[src/sv/mdts_pkg.sv]
// ----------------------------------------------------------------------------
// mdts_pkg
// Types, character codes and the inline span step shared by the scanner.
// ----------------------------------------------------------------------------
package mdts_pkg;

  localparam logic [7:0] CH_BTICK = 8'h60;
  localparam logic [7:0] CH_TILDE = 8'h7E;
  localparam logic [7:0] CH_STAR  = 8'h2A;
  localparam logic [7:0] CH_SPACE = 8'h20;
  localparam logic [7:0] CH_HASH  = 8'h23;
  localparam logic [7:0] CH_LBRK  = 8'h5B;
  localparam logic [7:0] CH_RBRK  = 8'h5D;
  localparam logic [7:0] CH_LPAR  = 8'h28;
  localparam logic [7:0] CH_RPAR  = 8'h29;

  localparam logic [2:0] TT_HEAD = 3'd0;
  localparam logic [2:0] TT_BOLD = 3'd1;
  localparam logic [2:0] TT_EMPH = 3'd2;
  localparam logic [2:0] TT_CODE = 3'd3;
  localparam logic [2:0] TT_LINK = 3'd4;

  // inline span scan
  typedef enum logic [7:0] {
    SM_IDLE   = 8'b0000_0001,
    SM_CODE   = 8'b0000_0010,
    SM_BOLD   = 8'b0000_0100,
    SM_ITALIC = 8'b0000_1000,
    SM_LTEXT  = 8'b0001_0000,
    SM_LAFTER = 8'b0010_0000,
    SM_LURL   = 8'b0100_0000,
    SM_STAR   = 8'b1000_0000
  } scan_mode_t;

  // line prefix classification
  typedef enum logic [8:0] {
    PC_SPACES = 9'b0_0000_0001,
    PC_BT1    = 9'b0_0000_0010,
    PC_BT2    = 9'b0_0000_0100,
    PC_TL1    = 9'b0_0000_1000,
    PC_TL2    = 9'b0_0001_0000,
    PC_FENCE  = 9'b0_0010_0000,
    PC_CODE   = 9'b0_0100_0000,
    PC_HEAD   = 9'b0_1000_0000,
    PC_INLINE = 9'b1_0000_0000
  } prefix_t;

  typedef struct packed {
    scan_mode_t  mode;
    logic [11:0] span_start;
    logic [7:0]  prev;       // previous byte of the line
    logic        star_prev;  // byte before a pending '*' was '*'
    logic        bold_star;  // previous bold content byte was '*'
  } iscan_t;

  typedef struct packed {
    iscan_t      st;
    logic        hit;
    logic [11:0] start;
    logic [12:0] len;
    logic [2:0]  typ;
  } step_t;

  typedef struct packed {
    logic        code_block;
    logic [15:0] line_number;
    logic [15:0] last_line;
    logic [11:0] last_col;
    logic [12:0] col_count;
    prefix_t     pclass;
    iscan_t      isc;
  } scan_state_t;

  typedef struct packed {
    logic        hit;
    logic [15:0] row_delta;
    logic [11:0] col_delta;
    logic [12:0] token_length;
    logic [2:0]  token_type;
  } tok_t;

  localparam iscan_t ISCAN_RESET = '{
    mode: SM_IDLE, span_start: 12'd0, prev: 8'd0, star_prev: 1'b0, bold_star: 1'b0
  };

  localparam scan_state_t STATE_RESET = '{
    code_block: 1'b0, line_number: 16'd0, last_line: 16'd0, last_col: 12'd0,
    col_count: 13'd0, pclass: PC_SPACES, isc: ISCAN_RESET
  };

  function automatic iscan_t idle_open(iscan_t s, logic [7:0] b, logic [11:0] pos);
    iscan_t r;
    r = s;
    if (b == CH_BTICK) begin
      r.mode       = SM_CODE;
      r.span_start = pos;
    end else if (b == CH_STAR) begin
      r.mode       = SM_STAR;
      r.span_start = pos;
      r.star_prev  = (s.prev == CH_STAR);
    end else if (b == CH_LBRK) begin
      r.mode       = SM_LTEXT;
      r.span_start = pos;
    end
    return r;
  endfunction

  // One byte through the inline span scan.
  function automatic step_t inline_step(iscan_t s, logic [7:0] b, logic [11:0] pos);
    step_t r;
    r.st    = s;
    r.hit   = 1'b0;
    r.start = s.span_start;
    r.len   = {1'b0, pos} - {1'b0, s.span_start} + 13'd1;
    r.typ   = TT_CODE;
    unique case (s.mode)
      SM_IDLE: r.st = idle_open(s, b, pos);
      SM_CODE: begin
        if (b == CH_BTICK) begin
          r.st.mode = SM_IDLE;
          r.hit     = 1'b1;
        end
      end
      SM_BOLD: begin
        if (b == CH_STAR && s.bold_star) begin
          r.st.mode = SM_IDLE;
          r.hit     = 1'b1;
          r.typ     = TT_BOLD;
        end else begin
          r.st.bold_star = (b == CH_STAR);
        end
      end
      SM_ITALIC: begin
        if (b == CH_STAR) begin
          r.st.mode = SM_IDLE;
          r.hit     = 1'b1;
          r.typ     = TT_EMPH;
        end
      end
      SM_LTEXT: begin
        if (b == CH_RBRK) r.st.mode = SM_LAFTER;
      end
      SM_LAFTER: begin
        if (b == CH_LPAR) begin
          r.st.mode = SM_LURL;
        end else begin
          r.st.mode = SM_IDLE;
          r.st      = idle_open(r.st, b, pos);
        end
      end
      SM_LURL: begin
        if (b == CH_RPAR) begin
          r.st.mode = SM_IDLE;
          r.hit     = 1'b1;
          r.typ     = TT_LINK;
        end
      end
      SM_STAR: begin
        if (b == CH_STAR) begin
          r.st.mode      = SM_BOLD;
          r.st.bold_star = 1'b0;
        end else if (s.star_prev || b == CH_SPACE) begin
          r.st.mode = SM_IDLE;
          r.st      = idle_open(r.st, b, pos);
        end else begin
          r.st.mode = SM_ITALIC;
        end
      end
      default: r.st = s;
    endcase
    r.st.prev = b;
    return r;
  endfunction

endpackage

[src/sv/mdts_ifs.sv]
// ----------------------------------------------------------------------------
// mdts channel interfaces
// Valid/ready channels for text words in and token words out.
// ----------------------------------------------------------------------------
interface mdts_in_if;
  logic       valid;
  logic       ready;
  logic [7:0] text_byte;
  logic       closes_line;
  logic       starts_document;

  modport source (output valid, output text_byte, output closes_line,
                  output starts_document, input ready);
  modport sink   (input valid, input text_byte, input closes_line,
                  input starts_document, output ready);
endinterface

interface mdts_out_if;
  logic        valid;
  logic        ready;
  logic [15:0] row_delta;
  logic [11:0] col_delta;
  logic [12:0] token_length;
  logic [2:0]  token_type;

  modport source (output valid, output row_delta, output col_delta,
                  output token_length, output token_type, input ready);
  modport sink   (input valid, input row_delta, input col_delta,
                  input token_length, input token_type, output ready);
endinterface

[src/sv/markdown_token_scanner.sv]
// ----------------------------------------------------------------------------
// markdown_token_scanner
// Markdown semantic token scanner: text words in, delta-encoded tokens out.
// ----------------------------------------------------------------------------
//  channel  dir  payload                                              words
//  in_chan  in   text_byte, closes_line, starts_document              text
//  out_chan out  row_delta, col_delta, token_length, token_type       tokens
//
//  A word passes the input register, then the scan logic into the
//  token register. One word per cycle is taken, but for the stall below;
//  the mode registers are updated in the cycle the word leaves the input register.
//  rst_n is synchronous; counters clear to zero, modes to SM_IDLE/PC_SPACES.
//  A word that yields no token moves on even while a token waits on
//  out_chan; a word that yields one waits for the token register to free.
// ----------------------------------------------------------------------------
module markdown_token_scanner #(
  parameter int MAX_LINE_LEN = 4096,
  parameter int MAX_LINES    = 65536
) (
  input  logic              clk,
  input  logic              rst_n,
  mdts_in_if.sink           in_chan,
  mdts_out_if.source        out_chan
);
  import mdts_pkg::*;

  localparam int COL_CAP_I  = (MAX_LINE_LEN < 4096) ? MAX_LINE_LEN : 4096;
  localparam int LINE_CAP_I = (MAX_LINES < 65536) ? MAX_LINES - 1 : 65535;
  localparam logic [12:0] COL_CAP  = 13'(COL_CAP_I);
  localparam logic [15:0] LINE_CAP = 16'(LINE_CAP_I);

  logic        in_valid_r;
  logic [7:0]  in_byte_r;
  logic        in_close_r;
  logic        in_sod_r;
  scan_state_t state_r, state_nxt;
  tok_t        tok;
  logic        adv;
  logic        out_valid_r, out_valid_nxt;
  logic [15:0] out_dl_r;
  logic [11:0] out_ds_r;
  logic [12:0] out_len_r;
  logic [2:0]  out_type_r;

  mdts_scan #(
    .MAX_LINE_LEN (MAX_LINE_LEN),
    .MAX_LINES    (MAX_LINES)
  ) u_scan (
    .cur             (state_r),
    .text_byte       (in_byte_r),
    .closes_line     (in_close_r),
    .starts_document (in_sod_r),
    .nxt             (state_nxt),
    .tok             (tok)
  );

  assign adv           = in_valid_r && (!out_valid_r || out_chan.ready || !tok.hit);
  assign in_chan.ready = !in_valid_r || adv;
  assign out_valid_nxt = (adv && tok.hit) || (out_valid_r && !out_chan.ready);

  always_ff @(posedge clk) begin
    if (!rst_n) begin
      in_valid_r  <= 1'b0;
      out_valid_r <= 1'b0;
      state_r     <= STATE_RESET;
    end else begin
      out_valid_r <= out_valid_nxt;
      if (in_chan.ready) in_valid_r <= in_chan.valid;
      if (adv) state_r <= state_nxt;
    end
  end

  always_ff @(posedge clk) begin
    if (in_chan.ready) begin
      in_byte_r  <= in_chan.text_byte;
      in_close_r <= in_chan.closes_line;
      in_sod_r   <= in_chan.starts_document;
    end
    if (adv && tok.hit) begin
      out_dl_r   <= tok.row_delta;
      out_ds_r   <= tok.col_delta;
      out_len_r  <= tok.token_length;
      out_type_r <= tok.token_type;
    end
  end

  assign out_chan.valid        = out_valid_r;
  assign out_chan.row_delta    = out_dl_r;
  assign out_chan.col_delta    = out_ds_r;
  assign out_chan.token_length = out_len_r;
  assign out_chan.token_type   = out_type_r;

`ifndef SYNTHESIS
  a_tok_from_word: assert property (@(posedge clk) disable iff (!rst_n)
    $rose(out_valid_r) |-> $past(in_valid_r))
    else $error("token word appeared without a text word in flight");

  a_line_cap: assert property (@(posedge clk) disable iff (!rst_n)
    state_r.line_number <= LINE_CAP)
    else $error("line number passed its cap");

  a_col_cap: assert property (@(posedge clk) disable iff (!rst_n)
    state_r.col_count <= COL_CAP)
    else $error("column count passed its cap");

  a_prefix_idle: assert property (@(posedge clk) disable iff (!rst_n)
    state_r.pclass == PC_SPACES |-> state_r.isc.mode == SM_IDLE)
    else $error("inline span open before any non-space byte");

  a_stall_hold: assert property (@(posedge clk) disable iff (!rst_n)
    out_valid_r && !out_chan.ready && tok.hit |-> !adv)
    else $error("token would overwrite a waiting token word");
`endif

endmodule

[src/sv/mdts_scan.sv]
// ----------------------------------------------------------------------------
// mdts_scan
// Next-state and token logic for one text word: line prefix class, fence
// candidate replay, inline span scan and delta encoding.
// ----------------------------------------------------------------------------
module mdts_scan #(
  parameter int MAX_LINE_LEN = 4096,
  parameter int MAX_LINES    = 65536
) (
  input  mdts_pkg::scan_state_t cur,
  input  logic [7:0]            text_byte,
  input  logic                  closes_line,
  input  logic                  starts_document,
  output mdts_pkg::scan_state_t nxt,
  output mdts_pkg::tok_t        tok
);
  import mdts_pkg::*;

  localparam int COL_CAP_I  = (MAX_LINE_LEN < 4096) ? MAX_LINE_LEN : 4096;
  localparam int LINE_CAP_I = (MAX_LINES < 65536) ? MAX_LINES - 1 : 65535;
  localparam logic [12:0] COL_CAP  = 13'(COL_CAP_I);
  localparam logic [12:0] COL_LAST = 13'(COL_CAP_I - 1);
  localparam logic [15:0] LINE_CAP = 16'(LINE_CAP_I);

  scan_state_t s;
  step_t       st_a, st_b, st_c;
  iscan_t      mid_st, c_in;
  logic        cand, cnt2, rep_hit, use_b;
  logic [7:0]  fc;
  logic [11:0] pos, p1;
  logic [12:0] p1_sum;
  logic        hit;
  logic [11:0] t_start;
  logic [12:0] t_len;
  logic [2:0]  t_type;
  logic [15:0] dl;

  assign s = starts_document ? STATE_RESET : cur;

  assign cand = (s.pclass == PC_BT1) || (s.pclass == PC_BT2) ||
                (s.pclass == PC_TL1) || (s.pclass == PC_TL2);
  assign cnt2 = (s.pclass == PC_BT2) || (s.pclass == PC_TL2);
  assign fc   = ((s.pclass == PC_BT1) || (s.pclass == PC_BT2)) ? CH_BTICK : CH_TILDE;

  assign pos    = (s.col_count < COL_LAST) ? s.col_count[11:0] : COL_LAST[11:0];
  assign p1_sum = {1'b0, s.isc.span_start} + 13'd1;
  assign p1     = (p1_sum < COL_LAST) ? p1_sum[11:0] : COL_LAST[11:0];

  // held fence bytes replayed as inline text, then the current byte
  assign st_a    = inline_step(s.isc, fc, s.isc.span_start);
  assign st_b    = inline_step(st_a.st, fc, p1);
  assign mid_st  = cnt2 ? st_b.st : st_a.st;
  assign use_b   = cnt2 && st_b.hit;
  assign rep_hit = st_a.hit || use_b;
  assign c_in    = cand ? mid_st : s.isc;
  assign st_c    = inline_step(c_in, text_byte, pos);

  always_comb begin
    nxt     = s;
    hit     = 1'b0;
    t_start = 12'd0;
    t_len   = s.col_count;
    t_type  = TT_CODE;
    if (closes_line) begin
      if (s.pclass == PC_FENCE || s.pclass == PC_CODE ||
          (s.code_block && (s.pclass == PC_SPACES || cand))) begin
        hit = 1'b1;
      end else if (s.pclass == PC_HEAD) begin
        hit    = 1'b1;
        t_type = TT_HEAD;
      end else if (cand) begin
        hit     = rep_hit;
        t_start = use_b ? st_b.start : st_a.start;
        t_len   = use_b ? st_b.len : st_a.len;
        t_type  = use_b ? st_b.typ : st_a.typ;
      end
      if (s.line_number < LINE_CAP) nxt.line_number = s.line_number + 16'd1;
      nxt.col_count = 13'd0;
      nxt.pclass    = PC_SPACES;
      nxt.isc       = ISCAN_RESET;
    end else begin
      if (s.col_count < COL_CAP) nxt.col_count = s.col_count + 13'd1;
      unique case (s.pclass)
        PC_SPACES: begin
          if (text_byte == CH_SPACE) begin
            nxt.isc.prev = CH_SPACE;
          end else if (text_byte == CH_BTICK || text_byte == CH_TILDE) begin
            nxt.pclass         = (text_byte == CH_BTICK) ? PC_BT1 : PC_TL1;
            nxt.isc.span_start = pos;
          end else if (text_byte == CH_HASH) begin
            nxt.pclass = s.code_block ? PC_CODE : PC_HEAD;
          end else if (s.code_block) begin
            nxt.pclass = PC_CODE;
          end else begin
            nxt.pclass = PC_INLINE;
            nxt.isc    = st_c.st;
            hit        = st_c.hit;
            t_start    = st_c.start;
            t_len      = st_c.len;
            t_type     = st_c.typ;
          end
        end
        PC_BT1, PC_BT2, PC_TL1, PC_TL2: begin
          if (text_byte == fc) begin
            if (s.pclass == PC_BT1) begin
              nxt.pclass = PC_BT2;
            end else if (s.pclass == PC_TL1) begin
              nxt.pclass = PC_TL2;
            end else begin
              nxt.pclass         = PC_FENCE;
              nxt.code_block     = ~s.code_block;
              nxt.isc.span_start = 12'd0;
            end
          end else if (s.code_block) begin
            nxt.pclass         = PC_CODE;
            nxt.isc.span_start = 12'd0;
          end else begin
            nxt.pclass = PC_INLINE;
            nxt.isc    = st_c.st;
            if (st_c.hit) begin
              hit     = 1'b1;
              t_start = st_c.start;
              t_len   = st_c.len;
              t_type  = st_c.typ;
            end else begin
              hit     = rep_hit;
              t_start = use_b ? st_b.start : st_a.start;
              t_len   = use_b ? st_b.len : st_a.len;
              t_type  = use_b ? st_b.typ : st_a.typ;
            end
          end
        end
        PC_INLINE: begin
          nxt.isc = st_c.st;
          hit     = st_c.hit;
          t_start = st_c.start;
          t_len   = st_c.len;
          t_type  = st_c.typ;
        end
        default: ;  // fence, code and heading lines only count columns
      endcase
    end
    if (hit) begin
      nxt.last_line = s.line_number;
      nxt.last_col  = t_start;
    end
  end

  assign dl = s.line_number - s.last_line;

  always_comb begin
    tok.hit          = hit;
    tok.row_delta    = dl;
    tok.col_delta    = (dl == 16'd0 && t_start >= s.last_col) ? t_start - s.last_col
                                                              : t_start;
    tok.token_length = t_len;
    tok.token_type   = t_type;
  end

endmodule
[src/flat_wrapper.sv]
// flat-port wrapper written by rule: the top's interface ports become plain ports
module markdown_token_scanner_flat import mdts_pkg::*;
#(
  parameter int MAX_LINE_LEN = 4096,
  parameter int MAX_LINES    = 65536
)
  (clk, rst_n, in_chan_valid, in_chan_text_byte, in_chan_closes_line, in_chan_starts_document, in_chan_ready, out_chan_valid, out_chan_row_delta, out_chan_col_delta, out_chan_token_length, out_chan_token_type, out_chan_ready);
  mdts_in_if in_chan_i ();
  mdts_out_if out_chan_i ();
  input  logic clk;
  input  logic rst_n;
  input wire logic [$bits(in_chan_i.valid)-1:0] in_chan_valid;
  input wire logic [$bits(in_chan_i.text_byte)-1:0] in_chan_text_byte;
  input wire logic [$bits(in_chan_i.closes_line)-1:0] in_chan_closes_line;
  input wire logic [$bits(in_chan_i.starts_document)-1:0] in_chan_starts_document;
  output wire logic [$bits(in_chan_i.ready)-1:0] in_chan_ready;
  output wire logic [$bits(out_chan_i.valid)-1:0] out_chan_valid;
  output wire logic [$bits(out_chan_i.row_delta)-1:0] out_chan_row_delta;
  output wire logic [$bits(out_chan_i.col_delta)-1:0] out_chan_col_delta;
  output wire logic [$bits(out_chan_i.token_length)-1:0] out_chan_token_length;
  output wire logic [$bits(out_chan_i.token_type)-1:0] out_chan_token_type;
  input wire logic [$bits(out_chan_i.ready)-1:0] out_chan_ready;
  assign in_chan_i.valid = in_chan_valid;
  assign in_chan_i.text_byte = in_chan_text_byte;
  assign in_chan_i.closes_line = in_chan_closes_line;
  assign in_chan_i.starts_document = in_chan_starts_document;
  assign in_chan_ready = in_chan_i.ready;
  assign out_chan_valid = out_chan_i.valid;
  assign out_chan_row_delta = out_chan_i.row_delta;
  assign out_chan_col_delta = out_chan_i.col_delta;
  assign out_chan_token_length = out_chan_i.token_length;
  assign out_chan_token_type = out_chan_i.token_type;
  assign out_chan_i.ready = out_chan_ready;
  markdown_token_scanner #(.MAX_LINE_LEN(MAX_LINE_LEN), .MAX_LINES(MAX_LINES)) u_core (.clk(clk), .rst_n(rst_n), .in_chan(in_chan_i), .out_chan(out_chan_i));
endmodule
[config.mk]
export PLATFORM = sky130hd
export DESIGN_NAME = markdown_token_scanner_flat
export DESIGN_NICKNAME = d
export VERILOG_FILES = /design/src/sv/mdts_pkg.sv /design/src/sv/mdts_ifs.sv /design/src/sv/markdown_token_scanner.sv /design/src/sv/mdts_scan.sv /design/src/flat_wrapper.sv
export SDC_FILE = /design/constraint.sdc
export NUM_CORES = 1
export LEC_CHECK = 0
export BUFFER_PORTS_ARGS = -buffer_cell sky130_fd_sc_hd__buf_2
export CORE_ASPECT_RATIO = 1.1
export CORE_MARGIN = 2
export CORE_UTILIZATION = 50
export CTS_BUF_LIST = sky130_fd_sc_hd__clkbuf_4 sky130_fd_sc_hd__clkbuf_8
export CTS_CLUSTER_SIZE = 24
export DETAILED_ROUTE_END_ITERATION = 7
export GPL_ROUTABILITY_DRIVEN = 1
export HOLD_SLACK_MARGIN = 0.06
export PLACE_DENSITY_LB_ADDON = 0.25
export SLEW_MARGIN = 10
export SYNTH_ARGS = -nofsm -noshare
export SYNTH_HDL_FRONTEND = slang
export SYNTH_SLANG_ARGS = --single-unit
[constraint.sdc]
create_clock -name clk -period 17.1 [get_ports clk]
set_input_delay 1.71 -clock clk [delete_from_list [all_inputs] [get_ports clk]]
set_output_delay 1.71 -clock clk [all_outputs]
set_load 0.005 [all_outputs]
==> flow_summary.toml, run 1 <==
[drt]
routed_wl_um = 42150
drc = 0
via_per_inst = 6.603
drtPass1Iterations = 6
wire_per_inst_um = 21.76
vias = 12790
drt_iter0_drc = 1781
drtAntennaViolNets = 0

[run_status]
outcome = "finished, final reports clean"

[power_and_ir_drop]
max-vdd-ir-drop_uv = 43.82
p_total_uw = 792.3
total_leakage_power_uw = 0.005024
p_per_area_nw_per_um2 = 59.74

[clock_network]
cts-buffers-inserted = 17
clk_latency_ns = 0.51
holdBufCountCts = 0
clock_tree.buffer_depth = 2
cts_root_buffer = "clkbuf_8"
path_clk_slew_ns = 0.11
htree_levels = 4
cts_tree = "yes"
cts_sinks = 153
cts_setup_buffers = 0
cts_resized = 0

[sta]
clock-skew-final_ns = 0.03391
holdWs_ns = 0.4595
slew_viol_final = 0
max_freq_mhz = 123.5
finalHoldViolCount = 0
tightest_slew_ns = 1.163
slew_headroom_pct = 21.94
setup_viol = 0
fin_crit_ns = 8.099
setup_ws_ns = 9.001
min_period_over_period_pct = 47.36
rsz0062_at_grt = "no"
fin_tns_setup_ns = 0

[yosys]
yosys_warnings = 0
yosysSeqAreaShare_pct = 29.05
ys_ff_latch = 153
synth.distinct_cells = 89
ys_dominant_reg_cell = "dfxtp_1"
synth_cells = 1608
avgSynthCellArea_um2 = 7.714
synth_edf_count = 54
syn_area_um2 = 12400
synth-async-reset-ratio_pct = 0
syn_nets = 1692

[place]
dp.cells = 1905
place_hpwl_um = 31160
pre_cts_ws_ns = 9.186
port_buffers = 59
place.gp.congestion = 1.011

[critical_path]
worstSetupStartpointType = "register"
crit_family = "simple AND/OR/NAND/NOR gates"
cp.arrival_ns = 8.35
end_kind = "register"
crit_buf_inv = 5
cp_slowest_cell = "nor3_2"
critical-path-max-stage-delay_ns = 0.84
crit_top_cell = "o21ai_0"
required_ns = 17.35
worst-path-max-fanout = 41
critical_path_class = "register to register"

[global_route]
grt_start_max_net_pins = 59
grt.total_usage_pct = 32.07
grt_pass1_vias = 11820
grt_remaining_overflow = 0
antenna_found_initial = 0
grt_pass1_wl_um = 65840

[flow_run]
cap_viol_max_count = 0

[finish]
layout_common_cells = "nand2_1 (213), nor2_1 (137), o21ai_0 (136)"
fillerInstances = 2335
final_common_cell = "nand2_1"
insertedDiodeCount = 0
nNetsFinal = 1698
fin_cells = 1937
final_layout_size_suffix_gt1_share_pct = 9.158
area_delta_synth_final_pct = 6.919

[floorplanning]
start_util_pct = 50.84
num_io_pins = 60
dieHeight_um = 169.2
die_w_um = 154.2
row_count = 60
core-area_um2 = 24400
dieArea_um2 = 26090

[hold_path]
hold_path.class = "register to register"
-- final timing paths --
kind / startpoint / endpoint / slack, ns / depth (start not counted)
worst max-delay path: u_core.in_sod_r / u_core.out_chan.col_delta[7] / 9.00 / 30
worst min-delay path: u_core.state_r[63] / u_core.state_r[63] / 0.46 / 2
worst max register to register: u_core.in_sod_r / u_core.out_chan.col_delta[7] / 9.00 / 30
worst min register to register: u_core.state_r[63] / u_core.state_r[63] / 0.46 / 2
-- stage by stage --
stage / util, % / area, um2
6_report: 54.36 / 13260
4_1_cts: 54.36 / 13260
2_1_floorplan: - / 12400
3_5_place_dp: 52.60 / 12830
3_3_place_gp: 52.60 / 12830
5_1_grt: 54.36 / 13260
-- cell type report --
class | count | area [um2] | share of cell area, %
well taps | 310 | 387.9 | 2.925
repair buffers | 76 | 422.9 | 3.189
clock buffers | 17 | 234.0 | 1.764
flip-flops and latches | 153 | 3603 | 27.17
multi-input cells | 1319 | 8243 | 62.15
clock inverters | 15 | 195.2 | 1.472
inverters | 47 | 176.4 | 1.330
-- kinds of logic (layout without fill, tap and decap cells) --
kind of cell / after synthesis / after routing / synth area share, %
buffers and inverters: 136 / 155 / 4.650
muxes: 26 / 26 / 2.219
xor gates and xnor gates: 60 / 60 / 4.236
DFF: 153 / 153 / 29.05
and+or+nand+nor: 657 / 657 / 25.79
adders and majority gates: 70 / 70 / 7.303
AOI/OAI and AO/OA: 506 / 506 / 26.75
-- worst reg2reg max path, delay by kind of cell, from the launching register on --
family / cells / cell delay, ns
DFF: 1 / 0.37
adders and majority gates: 2 / 0.62
AOI/OAI and AO/OA: 11 / 1.75
xor gates and xnor gates: 1 / 0.19
buffers and inverters: 5 / 1.52
and+or+nand+nor: 10 / 2.96
muxes: 1 / 0.43
-- flip-flops by register name, summed over array words and instances (netlist names) --
signal,cells
u_core.in_byte_r,8
u_core.in_close_r,1
u_core.in_sod_r,1
u_core.in_valid_r,1
u_core.out_chan.col_delta,12
u_core.out_chan.row_delta,16
u_core.out_chan.token_length,13
u_core.out_chan.token_type,3
u_core.out_chan.valid,1
u_core.state_r,97
-- cell usage after synthesis (all sizes together), types with 10 or more instances --
cell      n  area share, %
o21a     12           0.79
nor4     17            1.0
a21o     15           0.91
nand3    49            2.0
nor2    138            4.2
nor3     49            2.0
o21ai   144            5.9
nand2b   13           0.66
clkbuf   68            2.1
a31oi    22            1.1
xnor2    40            2.8
nand4    13           0.66
a22oi    18            1.1
edfxtp   54             13
o31ai    13           0.83
and3     17           0.86
nand2   213            6.4
a22o     26            1.8
dfxtp    99             16
o211ai   10           0.61
mux2     12            1.1
mux2i    14            1.1
and2     20            1.0
a21boi   21            1.3
ha       66            6.7
buf      21            1.2
o22ai    14           0.71
xor2     20            1.4
a211oi   19            1.1
a221oi   16            1.1
inv      47            1.4
a21oi   109            4.5
or3      10           0.50
nor2b    79            4.0
-- routing by layer --
metal | global-route usage (%) | up-vias | part of all wire, % | routed length (um)
li1 | - | 5906 | - | -
met4 | 15.12 | 0 | 5.0 | 2121
met3 | 6.333 | 167 | 9.6 | 4052
met5 | 0 | - | 0 | 0
met2 | 52.29 | 759 | 45 | 18980
met1 | 41.00 | 5958 | 40 | 17000
-- where the power goes --
group          switching, uW  internal (uW)
clock                    183            127
sequential              4.92            380
combinational           67.7           29.9
total                    255            537
(Power assumes the default switching activity.)
==> inputs of run 2 (changes only) <==
Clock period 17.1 ns to 7 ns, I/O delays scaled along.
==> run 2 against run 1 <==
Effect of this change: the run now ends with design-rule violations left; clock power rose by 140%; worst hold slack worse by 0.086 ns; sequential power grew 140%; die area did not move; cell count rose by 1.9%; clock skew down 0.0049 ns; sequential share of layout area down 0.62 points; clock-buffer cell count unchanged; sequential cell count stayed put; maximum frequency rose by 23%; setup slack got worse by 8.6 ns; core utilization rose by 1.3 points; critical endpoint is now u_core.out_chan.col_delta[3].
==> flow_summary.toml, run 2 (synthesis gave the netlist of run 1 again) <==
[floorplanning]
core-area_um2 = 24400
num_io_pins = 60
start_util_pct = 50.84
row_count = 60
dieHeight_um = 169.2
dieArea_um2 = 26090
die_w_um = 154.2

[drt]
drtAntennaViolNets = 0
wire_per_inst_um = 21.26
drt_iter0_drc = 1412
drc = 5
drtPass1Iterations = 8
via_per_inst = 6.411
vias = 12660
routed_wl_um = 41970

[finish]
largest_reg_flops = 97
layout_common_cells = "nand2_1 (213), nor2_1 (137), o21ai_0 (136)"
final_common_cell = "nand2_1"
insertedDiodeCount = 0
fin_area_um2 = 13570
regMostFlops = "u_core.state_r"
area_delta_synth_final_pct = 9.431
final_layout_size_suffix_gt1_share_pct = 11.42
fin_cells = 1974
nNetsFinal = 1735

[global_route]
grt_start_max_net_pins = 60
grt_remaining_overflow = 0
antenna_found_initial = 1
grt_pass1_vias = 11560
grt.total_usage_pct = 31.73
grt_pass1_wl_um = 64800

[clock_network]
clock_tree.buffer_depth = 2
cts-buffers-inserted = 17
holdBufCountCts = 0
path_clk_slew_ns = 0.11
cts_root_buffer = "clkbuf_8"
cts_sinks = 153
htree_levels = 4
cts_tree = "yes"
clk_latency_ns = 0.50

[critical_path]
cp_slowest_cell = "or4_4"
rr_worst_depth = 25
worstSetupStartpointType = "register"
critical_path_class = "register to register"
end_kind = "register"
cp.arrival_ns = 6.85
crit_buf_inv = 2
required_ns = 7.24
critical-path-max-stage-delay_ns = 0.54
worst-path-max-fanout = 12
crit_family = "simple AND/OR/NAND/NOR gates"
cp.depth = 25

[sta]
holdWs_ns = 0.3738
max_freq_mhz = 151.3
fin_crit_ns = 6.610
slew_headroom_pct = 32.89
slew_viol_final = 0
rsz0062_at_grt = "no"
fin_tns_setup_ns = 0
finalHoldViolCount = 0
tightest_slew_ns = 1.007
setup_viol = 0
min_period_over_period_pct = 94.43
clock-skew-final_ns = 0.02898

[run_status]
violations = "design-rule violations"
outcome = "finished, violations left"

[place]
dp.cells = 1942
port_buffers = 59
placed_cell_area_um2 = 13110
place_hpwl_um = 32040
place.gp.congestion = 1.009

[power_and_ir_drop]
power.share.switching_pct = 31.97
p_per_area_nw_per_um2 = 142.7
power.switching_uw = 619.2
power_frac_clock_pct = 38.8
p_int_uw = 1318
seq_power_share_pct = 48.7
power_frac_comb_pct = 12.5
total_leakage_power_uw = 0.005203
max-vdd-ir-drop_uv = 121.3

[flow_run]
cap_viol_max_count = 0

[hold_path]
min_path_cells = 1
hold_path.class = "input port to register"
==> run 2: changes by cell type in the layout (fill, tap and decap cells not counted), sizes merged <==
cell / previous run / this run
inv: 56 / 54
buf: 76 / 113
clkinv: 5 / 7
==> run 2: power by group through the flow <==
stage / Clock [uW] / Combinational (uW) / Sequential [uW]
after detailed placement: 0 / 235 / 963
after CTS: 753 / 236 / 942
after global placement: 0 / 234 / 963
after global routing: 789 / 261 / 945
after floorplan: 0 / 166 / 955
final: 751 / 242 / 943
==> run 2: repair_timing <==
| item | in CTS | in global routing |
|---|---|---|
| resized for setup | 0 | 7 |
| buffers inserted | 0 | 0 |
| endpoints found under the setup margin | 0 | 12 |
==> run 2: final timing paths <==
| check | end | slack [ns] | start |
|---|---|---|---|
| max | u_core.out_chan.col_delta[3] | 0.39 | u_core.in_sod_r |
| max reg2reg | u_core.out_chan.col_delta[3] | 0.39 | u_core.in_sod_r |
| min reg2reg | u_core.state_r[52] | 0.46 | u_core.state_r[52] |
| min | u_core.in_sod_r | 0.37 | in_chan_starts_document |
==> run 2: through the flow <==
step | total power, uW | utilization (%) | worst slack, ns
3_3_place_gp | 1196 | 53.74 | 0.4795
2_1_floorplan | 1122 | - | 0.3550
6_report | 1937 | 55.64 | 0.3902
3_5_place_dp | 1198 | 53.74 | 0.3492
5_1_grt | 1995 | 55.64 | 0.01735
4_1_cts | 1932 | 55.51 | 0.3238
==> run 2: final cells by class <==
cell class	instances	area [um2]
flip-flops and latches	153	3603
inverters	47	176.4
clock buffers	17	234.0
repair buffers	113	700.7
fillers	2237	10820
well taps	310	387.9
clock inverters	15	197.7
multi-input cells	1319	8274
==> run 2: layer usage <==
layer	vias up	track usage, %	part of all wire, %
li1	5982	-	-
met1	5854	40.73	41
met2	671	52.29	46
met3	146	5.209	8.2
met4	2	15.03	4.7
met5	-	0	0.021
==> run 2: worst register-to-register path, delay by kind of cell (launching register included) <==
kind	cells	cell delay (ns)
adder cells (fa/ha/maj)	1	0.35
flip-flops	1	0.53
AND/OR/NAND/NOR	8	2.43
multiplexers	1	0.37
AO/OA/AOI/OAI	13	2.37
buffers and inverters	2	0.32
